**config.mk**
```make
export PLATFORM = sky130hd
export DESIGN_NAME = wcc_crc_core
export DESIGN_NICKNAME = d
export VERILOG_FILES = /design/src/rtl/wcc_pkg.sv /design/src/rtl/wcc_crc_core.sv
export SDC_FILE = /design/constraint.sdc
export NUM_CORES = 1
export LEC_CHECK = 0
export BUFFER_PORTS_ARGS = -buffer_cell sky130_fd_sc_hd__buf_2
export CAP_MARGIN = 5
export CORE_MARGIN = 2
export CORE_UTILIZATION = 40
export CTS_CLUSTER_DIAMETER = 100
export DETAILED_ROUTE_END_ITERATION = 7
export PLACE_DENSITY = 0.63
export SETUP_SLACK_MARGIN = 0.5
export SYNTH_ARGS = -nofsm -noshare
export SYNTH_HDL_FRONTEND = slang
export SYNTH_SLANG_ARGS = --single-unit
```
**constraint.sdc**
```tcl
create_clock -name clk -period 3.4 [get_ports clk]
set_clock_uncertainty 0.15 [all_clocks]
set_input_delay 0 -clock clk [delete_from_list [all_inputs] [get_ports clk]]
set_output_delay 0 -clock clk [all_outputs]
set_load 0.02 [all_outputs]
```
**src/rtl/wcc_pkg.sv**
```systemverilog
// Package for the window pixel CRC checker.
// Holds the configuration record, register indexes, field widths and the CRC fold.
// No dependencies.
package wcc_pkg;

  localparam int unsigned PosW       = 12;
  localparam int unsigned ColorW     = 32;
  localparam int unsigned CrcW       = 32;
  localparam int unsigned CfgIndexW  = 3;
  localparam int unsigned CfgDataW   = 32;
  localparam int unsigned InDataW    = 56;
  localparam int unsigned MaxColumns = 4096;
  localparam int unsigned MaxRows    = 4096;
  localparam int unsigned LimitW     = 17;

  localparam logic [CrcW-1:0] CrcPoly = 32'h04C1_1DB7;
  localparam logic [CrcW-1:0] CrcInit = 32'h0000_0000;

  typedef enum logic [CfgIndexW-1:0] {
    REG_CHECK_ENABLE     = 3'd0,
    REG_WINDOW_START_COL = 3'd1,
    REG_WINDOW_START_ROW = 3'd2,
    REG_WINDOW_END_COL   = 3'd3,
    REG_WINDOW_END_ROW   = 3'd4,
    REG_REFERENCE_CRC    = 3'd5
  } reg_index_t;

  typedef struct packed {
    logic            check_enable;
    logic [PosW-1:0] window_start_col;
    logic [PosW-1:0] window_start_row;
    logic [PosW-1:0] window_end_col;
    logic [PosW-1:0] window_end_row;
    logic [CrcW-1:0] reference_crc;
  } cfg_t;

  // Fold red, green and blue (24 bits, MSB first) into the CRC.
  function automatic logic [CrcW-1:0] crc_fold_rgb(input logic [CrcW-1:0] crc_in,
                                                   input logic [23:0]     rgb);
    logic [CrcW-1:0] crc;
    logic            fb;
    crc = crc_in;
    for (int i = 23; i >= 0; i--) begin
      fb  = crc[CrcW-1] ^ rgb[i];
      crc = {crc[CrcW-2:0], 1'b0} ^ (fb ? CrcPoly : CrcInit);
    end
    return crc;
  endfunction

endpackage

```
**src/rtl/wcc_crc_core.sv**
```systemverilog
// CRC accumulator and result register of the window pixel CRC checker.
// Depends on wcc_pkg.
module wcc_crc_core (
  input  logic                          clk,
  input  logic                          rst,
  input  wcc_pkg::cfg_t                 cfg,
  input  logic                          item_valid,
  input  logic [wcc_pkg::ColorW-1:0]    item_color,
  input  logic                          item_in_window,
  input  logic                          item_last,
  output logic                          advance,
  output logic                          out_valid,
  input  logic                          out_ready,
  output logic [wcc_pkg::CrcW-1:0]      out_crc,
  output logic                          out_mismatch
);

  logic [wcc_pkg::CrcW-1:0] crc_accumulator;
  logic [wcc_pkg::CrcW-1:0] crc_next;
  logic                     needs_slot;

  assign crc_next   = item_in_window ?
                      wcc_pkg::crc_fold_rgb(crc_accumulator, item_color[23:0]) :
                      crc_accumulator;
  assign needs_slot = cfg.check_enable && item_last;
  assign advance    = item_valid && (!needs_slot || !out_valid || out_ready);

  always_ff @(posedge clk) begin
    if (rst) begin
      crc_accumulator <= wcc_pkg::CrcInit;
      out_valid       <= 1'b0;
    end else begin
      if (out_valid && out_ready) begin
        out_valid <= 1'b0;
      end
      if (advance) begin
        if (!cfg.check_enable || item_last) begin
          crc_accumulator <= wcc_pkg::CrcInit;
        end else begin
          crc_accumulator <= crc_next;
        end
        if (needs_slot) begin
          out_valid <= 1'b1;
        end
      end
    end
  end

  always_ff @(posedge clk) begin
    if (advance && needs_slot) begin
      out_crc      <= crc_next;
      out_mismatch <= (crc_next != cfg.reference_crc);
    end
  end

endmodule

```
======== Word level (Yosys, flattened, before mapping) ========
Cells that the tools add are included.
storage, ports and cells
  register bits after elaboration ......... 66
  bits of input ports ..................... 119
  word-level logic and storage cells ...... 92
operators by class
  reduce and logical (&&, ||, !) cells .... 10
  mux-type cells .......................... 29
  eq/ne operators ......................... 1
  bitwise operators ....................... 48
operators by type and width
  operator           count
  $xor 32x27->32     24
  $mux 27            24
  $mux 32            2
  $ne 32x32->1       1
  $xor 1x1->1        24
  $logic_and 1x1->1  4
  $logic_not 1->1    3
  $logic_or 1x1->1   3
  $mux 1             3

======== Longest topological paths before layout ========
  word-level depth ........................ 74
  mapped depth ............................ 10
  mapped depth without buffers ............ 10

======== Worst setup path after synthesis ========
Ideal clock, no wire load.
  path type ............................... reg-to-reg
  from .................................... register crc_accumulator[16] (netlist bit)
  to ...................................... register out_mismatch, data pin
  period minus slack after synthesis ...... 3.745 ns
  path slack .............................. -0.345 ns
  library setup time ...................... 0.275 ns
  arrival ................................. 3.319 ns
  cell stages (with the launch flop) ...... 11
  data required time ...................... 2.975 ns
  buffers on the path ..................... 0
  path through ............................ dfxtp_1 > xnor2_1 > xnor3_1 > xor2_1 > xnor3_2 > xnor2_1 > xnor3_1 > xnor3_1 > nand4_1 > o41ai_1 > nand4_1
between the ends
  cells in the longest elaborated chain, start to end .. 30
ends and longest elaborated chain
  what                           line                RTL
  start, declared                wcc_crc_core.sv:18  logic [wcc_pkg::CrcW-1:0] crc_accumulator;
  start signal, assigned         wcc_crc_core.sv:30  crc_accumulator <= wcc_pkg::CrcInit;
  start signal, assigned         wcc_crc_core.sv:38  crc_accumulator <= wcc_pkg::CrcInit;
  start signal, assigned         wcc_crc_core.sv:40  crc_accumulator <= crc_next;
  $xor 32x27->32 (15 in series)  wcc_pkg.sv:45       crc = {crc[CrcW-2:0], 1'b0} ^ (fb ? CrcPoly : CrcInit);
  $xor 1x1->1                    wcc_pkg.sv:44       fb = crc[CrcW-1] ^ rgb[i];
  $mux 27                        wcc_pkg.sv:45
  $xor 32x27->32 (6 in series)   wcc_pkg.sv:45
  $xor 1x1->1                    wcc_pkg.sv:44
  $mux 27                        wcc_pkg.sv:45
  $xor 32x27->32 (3 in series)   wcc_pkg.sv:45
  $mux 32 *                      wcc_crc_core.sv:22  assign crc_next = item_in_window ?
  $ne 32x32->1 *                 wcc_crc_core.sv:52  out_mismatch <= (crc_next != cfg.reference_crc);
  end signal, assigned           wcc_crc_core.sv:52
  end, declared                  wcc_crc_core.sv:15  output logic out_mismatch
Mark *: on every way between the ends. The rest lies on a longest branch, timed or not.
A chain may end at the register's enable or synchronous reset.

======== Final worst setup path ========
  from .................................... register crc_accumulator[22] (netlist bit)
  to ...................................... register out_mismatch, data pin
between the ends
  cells in the longest elaborated chain, start to end .. 32
ends and longest elaborated chain
  what                          line
  $xor 32x27->32 (9 in series)  wcc_pkg.sv:45
  $xor 1x1->1                   wcc_pkg.sv:44
  $mux 27                       wcc_pkg.sv:45
  $xor 32x27->32 (6 in series)  wcc_pkg.sv:45
  $xor 1x1->1                   wcc_pkg.sv:44
  $mux 27                       wcc_pkg.sv:45
  $xor 32x27->32 (6 in series)  wcc_pkg.sv:45
  $xor 1x1->1                   wcc_pkg.sv:44
  $mux 27                       wcc_pkg.sv:45
  $xor 32x27->32 (3 in series)  wcc_pkg.sv:45
  $mux 32 *                     wcc_crc_core.sv:22
  $ne 32x32->1 *                wcc_crc_core.sv:52
Marks and branches as above.

==> impl_summary.txt <==
----------------------------------------------------
[Logic synthesis]
  Syn_nets ... 654
  Count of yosys warnings during synthesis ... 0
  Sequential element share of the synthesized area ... 27.1%
  Number of enable flip-flop cells after synthesis ... 33
  Post-Synthesis Mean Instance Area ... 11.4 um^2
  Fraction of synthesized cell area taken by the top area cell type ... 21.1%
  Register bit total from synthesis ... 66
  Largest cells by area after synthesis ... sky130_fd_sc_hd__xnor2_1 (21%), sky130_fd_sc_hd__edfxtp_1 (16%), sky130_fd_sc_hd__xnor3_1 (14%), sky130_fd_sc_hd__dfxtp_1 (11%), sky130_fd_sc_hd__xor2_1 (4.2%)
  Primary flip-flop cell chosen by synthesis mapping ... sky130_fd_sc_hd__edfxtp_1
  Synth unique cells ... 48
  Post-synthesis cell area ... 6100 um^2
  Most repeated cell in the gate-level netlist after synthesis ... sky130_fd_sc_hd__xnor2_1
  Top post-synthesis cells by count ... sky130_fd_sc_hd__xnor2_1 (147), sky130_fd_sc_hd__nor2_1 (58), sky130_fd_sc_hd__xnor3_1 (39)
  Async set or reset register ratio after synthesis ... 0%
  Post-Synthesis Cells ... 535
  Top cell type by total area after synthesis ... sky130_fd_sc_hd__xnor2_1

[Clocking]
  Number of CTS-inserted buffers ... 9
  Root Buffer Master ... sky130_fd_sc_hd__clkbuf_16
  Maximum number of buffers from clock root to sink ... 2
  Clock tree from TritonCTS ... built
  Clock latency of the later-clocked register in the worst-skew pair ... 0.35 ns
  # clock sinks ... 66
  Depth of the CTS H-tree ... 3
  Clock-pin slew of the registers on the worst-case setup and hold paths ... 0.06 ns

[Die]
  Chip height ... 127 um
  Area inside the core boundary ... 15000 um^2
  Number of top-level pins ... 154
  Initial core utilization ... 40.6%
  Die Outline Area ... 16300 um^2
  Width of the chip ... 127 um
  Std cell rows ... 45

[Setup path]
  Crit path capture ... out_mismatch
  R2R cell count ... 13
  Crit. Startpoint ... crc_accumulator[22]
  Crit Reg-Reg Endpoint ... out_mismatch
  Kind of critical path ... reg2reg
  Worst endpoint data arrival time ... 3.69 ns
  Launch point of the worst reg-to-reg path ... crc_accumulator[22]
  Critical path data required time ... 3.33 ns
  Type of destination of the critical path ... flop
  Critical path peak fanout ... 3
  Worst setup slack for register-to-register paths ... -0.36 ns
  Critical Path Source Type ... flop

[STA]
  Max-Slew Margin vs Limit ... 22.8%
  Maximum clock rate ... 266 MHz
  Post-layout worst setup margin ... -0.362 ns
  Slew @ Worst Pin ... 1.16 ns
  Total of endpoints with negative setup slack in the final report ... 7
  Tcrit/Tclk final ... 111%
  Final-report hold violation count ... 0
  Setup TNS ... -0.792 ns
  RSZ-0062 raised after global routing ... true
  Shortest period the worst path allows ... 3.76 ns
  Slew Limit Fails ... 0

[Finish]
  Number of nets in the layout ... 998
  Antenna cells ... 0
  Core occupancy in the finished layout ... 71.8%
  Share of cells above drive strength 1 ... 63.6%
  Layout overhead on the synthesized area ... 76.9%

[Outcome]
  Failing checks ... setup timing
  Outcome ... finished, violations left

[Global routing]
  Via count of the first global-routing pass ... 5699
  Total GRT Usage ... 28.9%
  Wire length of the first global-routing pass ... 34.2 mm
  Maximum number of pins on one net before global-route repair ... 39
  Total congestion overflow after global routing ... 0
  Antenna violations before repair ... 0

[Routing]
  Number of routed nets with antenna violations ... 0
  Via density ... 5.27
  Iteration-0 DRC Markers ... 464
  DRC errors left ... 0
  Detailed-route wire length per cell ... 22.9 um
  Via total after detailed routing ... 5650
  Number of detailed-route iterations in the first pass ... 5
  Final routed wirelength across all metal layers ... 24.5 mm

[Place]
  Count of input and output buffers ... 97
  Total half-perimeter wirelength after legalization and detailed placement ... 17.2 mm
  RD Place Congestion ... 0.984
  Worst setup slack before clock tree synthesis ... -0.717 ns

[Run]
  Number of max-capacitance violations reported ... 0

[Min path]
  Tightest Hold Check Type ... in2reg

----------------------------------------------------
[routing by layer]
metal | track usage, % | up-vias | part of all wire, %
met5 | 0 | - | 0
met4 | 14.4 | 0 | 4.8
li1 | - | 2548 | -
met1 | 38.0 | 2798 | 40
met2 | 46.9 | 239 | 49
met3 | 4.23 | 65 | 6.1
[sequential cells by signal, indices dropped and copies added (netlist names)]
signal	count
crc_accumulator	32
out_crc	32
out_mismatch	1
out_valid	1
[placed cells by master (no fill, tap or decap), types with 3 or more instances in the layout]
cell and count:
sky130_fd_sc_hd__buf_4 176, sky130_fd_sc_hd__buf_2 97, sky130_fd_sc_hd__xnor2_1 83, sky130_fd_sc_hd__buf_6 62, sky130_fd_sc_hd__nor2_1 55, sky130_fd_sc_hd__xnor2_4 50, sky130_fd_sc_hd__xnor2_2 36, sky130_fd_sc_hd__edfxtp_1 33
sky130_fd_sc_hd__xnor3_2 25, sky130_fd_sc_hd__a22oi_1 21, sky130_fd_sc_hd__xnor3_1 20, sky130_fd_sc_hd__xor2_1 16, sky130_fd_sc_hd__dfxtp_1 15, sky130_fd_sc_hd__dfxtp_2 12, sky130_fd_sc_hd__xor2_2 11, sky130_fd_sc_hd__nand2_1 10
sky130_fd_sc_hd__inv_1 10, sky130_fd_sc_hd__a21oi_2 10, sky130_fd_sc_hd__a22oi_2 10, sky130_fd_sc_hd__buf_12 10, sky130_fd_sc_hd__nand4_1 9, sky130_fd_sc_hd__clkbuf_16 9, sky130_fd_sc_hd__xor2_4 8, sky130_fd_sc_hd__mux2_4 6
sky130_fd_sc_hd__a21oi_4 6, sky130_fd_sc_hd__dfxtp_4 6, sky130_fd_sc_hd__dlygate4sd3_1 5, sky130_fd_sc_hd__a21oi_1 4, sky130_fd_sc_hd__nor3_1 4, sky130_fd_sc_hd__nand3_1 4, sky130_fd_sc_hd__nand2b_1 3, sky130_fd_sc_hd__o21ai_2 3
sky130_fd_sc_hd__xor3_1 3, sky130_fd_sc_hd__inv_2 3, sky130_fd_sc_hd__nor4_1 3
[cells by family after synthesis]
logic type	count (synthesis)	share of synthesized area [%]
XOR/XNOR	254	53.3
AND/OR/NAND/NOR	98	7.34
AO/OA/AOI/OAI	77	8.76
flip-flops	66	27.1
buffers and inverters	31	1.91
multiplexers	9	1.64
[metrics by stage]
step	hold WS, ns	instances	instance area [um^2]
detailed placement	0.195	966	8310
finish	0.0161	1072	10800
global route	0.0423	1072	10800
global placement	0.168	966	8310
CTS	0.0137	1034	9900
floorplan	0.0252	535	6370
[how the worst min path moves through the flow]
| stage | end | slack, ns | cells past startpoint | startpoint |
|---|---|---|---|---|
| 3_5_place_dp | out_valid | 0.20 | 3 | out_ready |
| 4_1_cts | out_mismatch | 0.01 | 5 | cfg[5] |
| 2_1_floorplan | out_valid | 0.03 | 2 | cfg[80] |
| 3_3_place_gp | out_valid | 0.17 | 3 | out_ready |
| 5_1_grt | out_mismatch | 0.04 | 5 | cfg[5] |
| 6_report | out_mismatch | 0.02 | 5 | cfg[23] |
[critical path, stage by stage (launching register included)]
cell,delay [ns]
sky130_fd_sc_hd__dfxtp_2,0.35
sky130_fd_sc_hd__xor2_2,0.15
sky130_fd_sc_hd__buf_6,0.14
sky130_fd_sc_hd__xnor3_2,0.43
sky130_fd_sc_hd__buf_6,0.16
sky130_fd_sc_hd__xnor3_2,0.30
sky130_fd_sc_hd__xor2_4,0.19
sky130_fd_sc_hd__buf_4,0.15
sky130_fd_sc_hd__xnor2_2,0.22
sky130_fd_sc_hd__xnor3_1,0.50
sky130_fd_sc_hd__xor2_1,0.16
sky130_fd_sc_hd__nand4_1,0.14
sky130_fd_sc_hd__o41ai_2,0.32
sky130_fd_sc_hd__nand4_1,0.13
[area by class of cell]
cell class                 instances  area [um^2]
clock buffer                      11          253
clock inverter                     5         85.1
fill                             964         4240
inverter                          14         55.1
multi-input combinational        438         5720
sequential                        66         1690
tap                              188          235
timing repair buffer             350         2760
[repair_timing]
| item | CTS | global route |
|---|---|---|
| setup buffers | 47 | 38 |
| endpoints found under the setup margin | 59 | 59 |
| endpoints found under the hold margin | 4 | 0 |
| hold buffers | 5 | 0 |
| pin swaps | 67 | 74 |
| resized for setup | 145 | 110 |
Power is left out: the tool's default activity adds up to more than one toggle a clock period on the data nets, which glitch-free logic cannot reach.
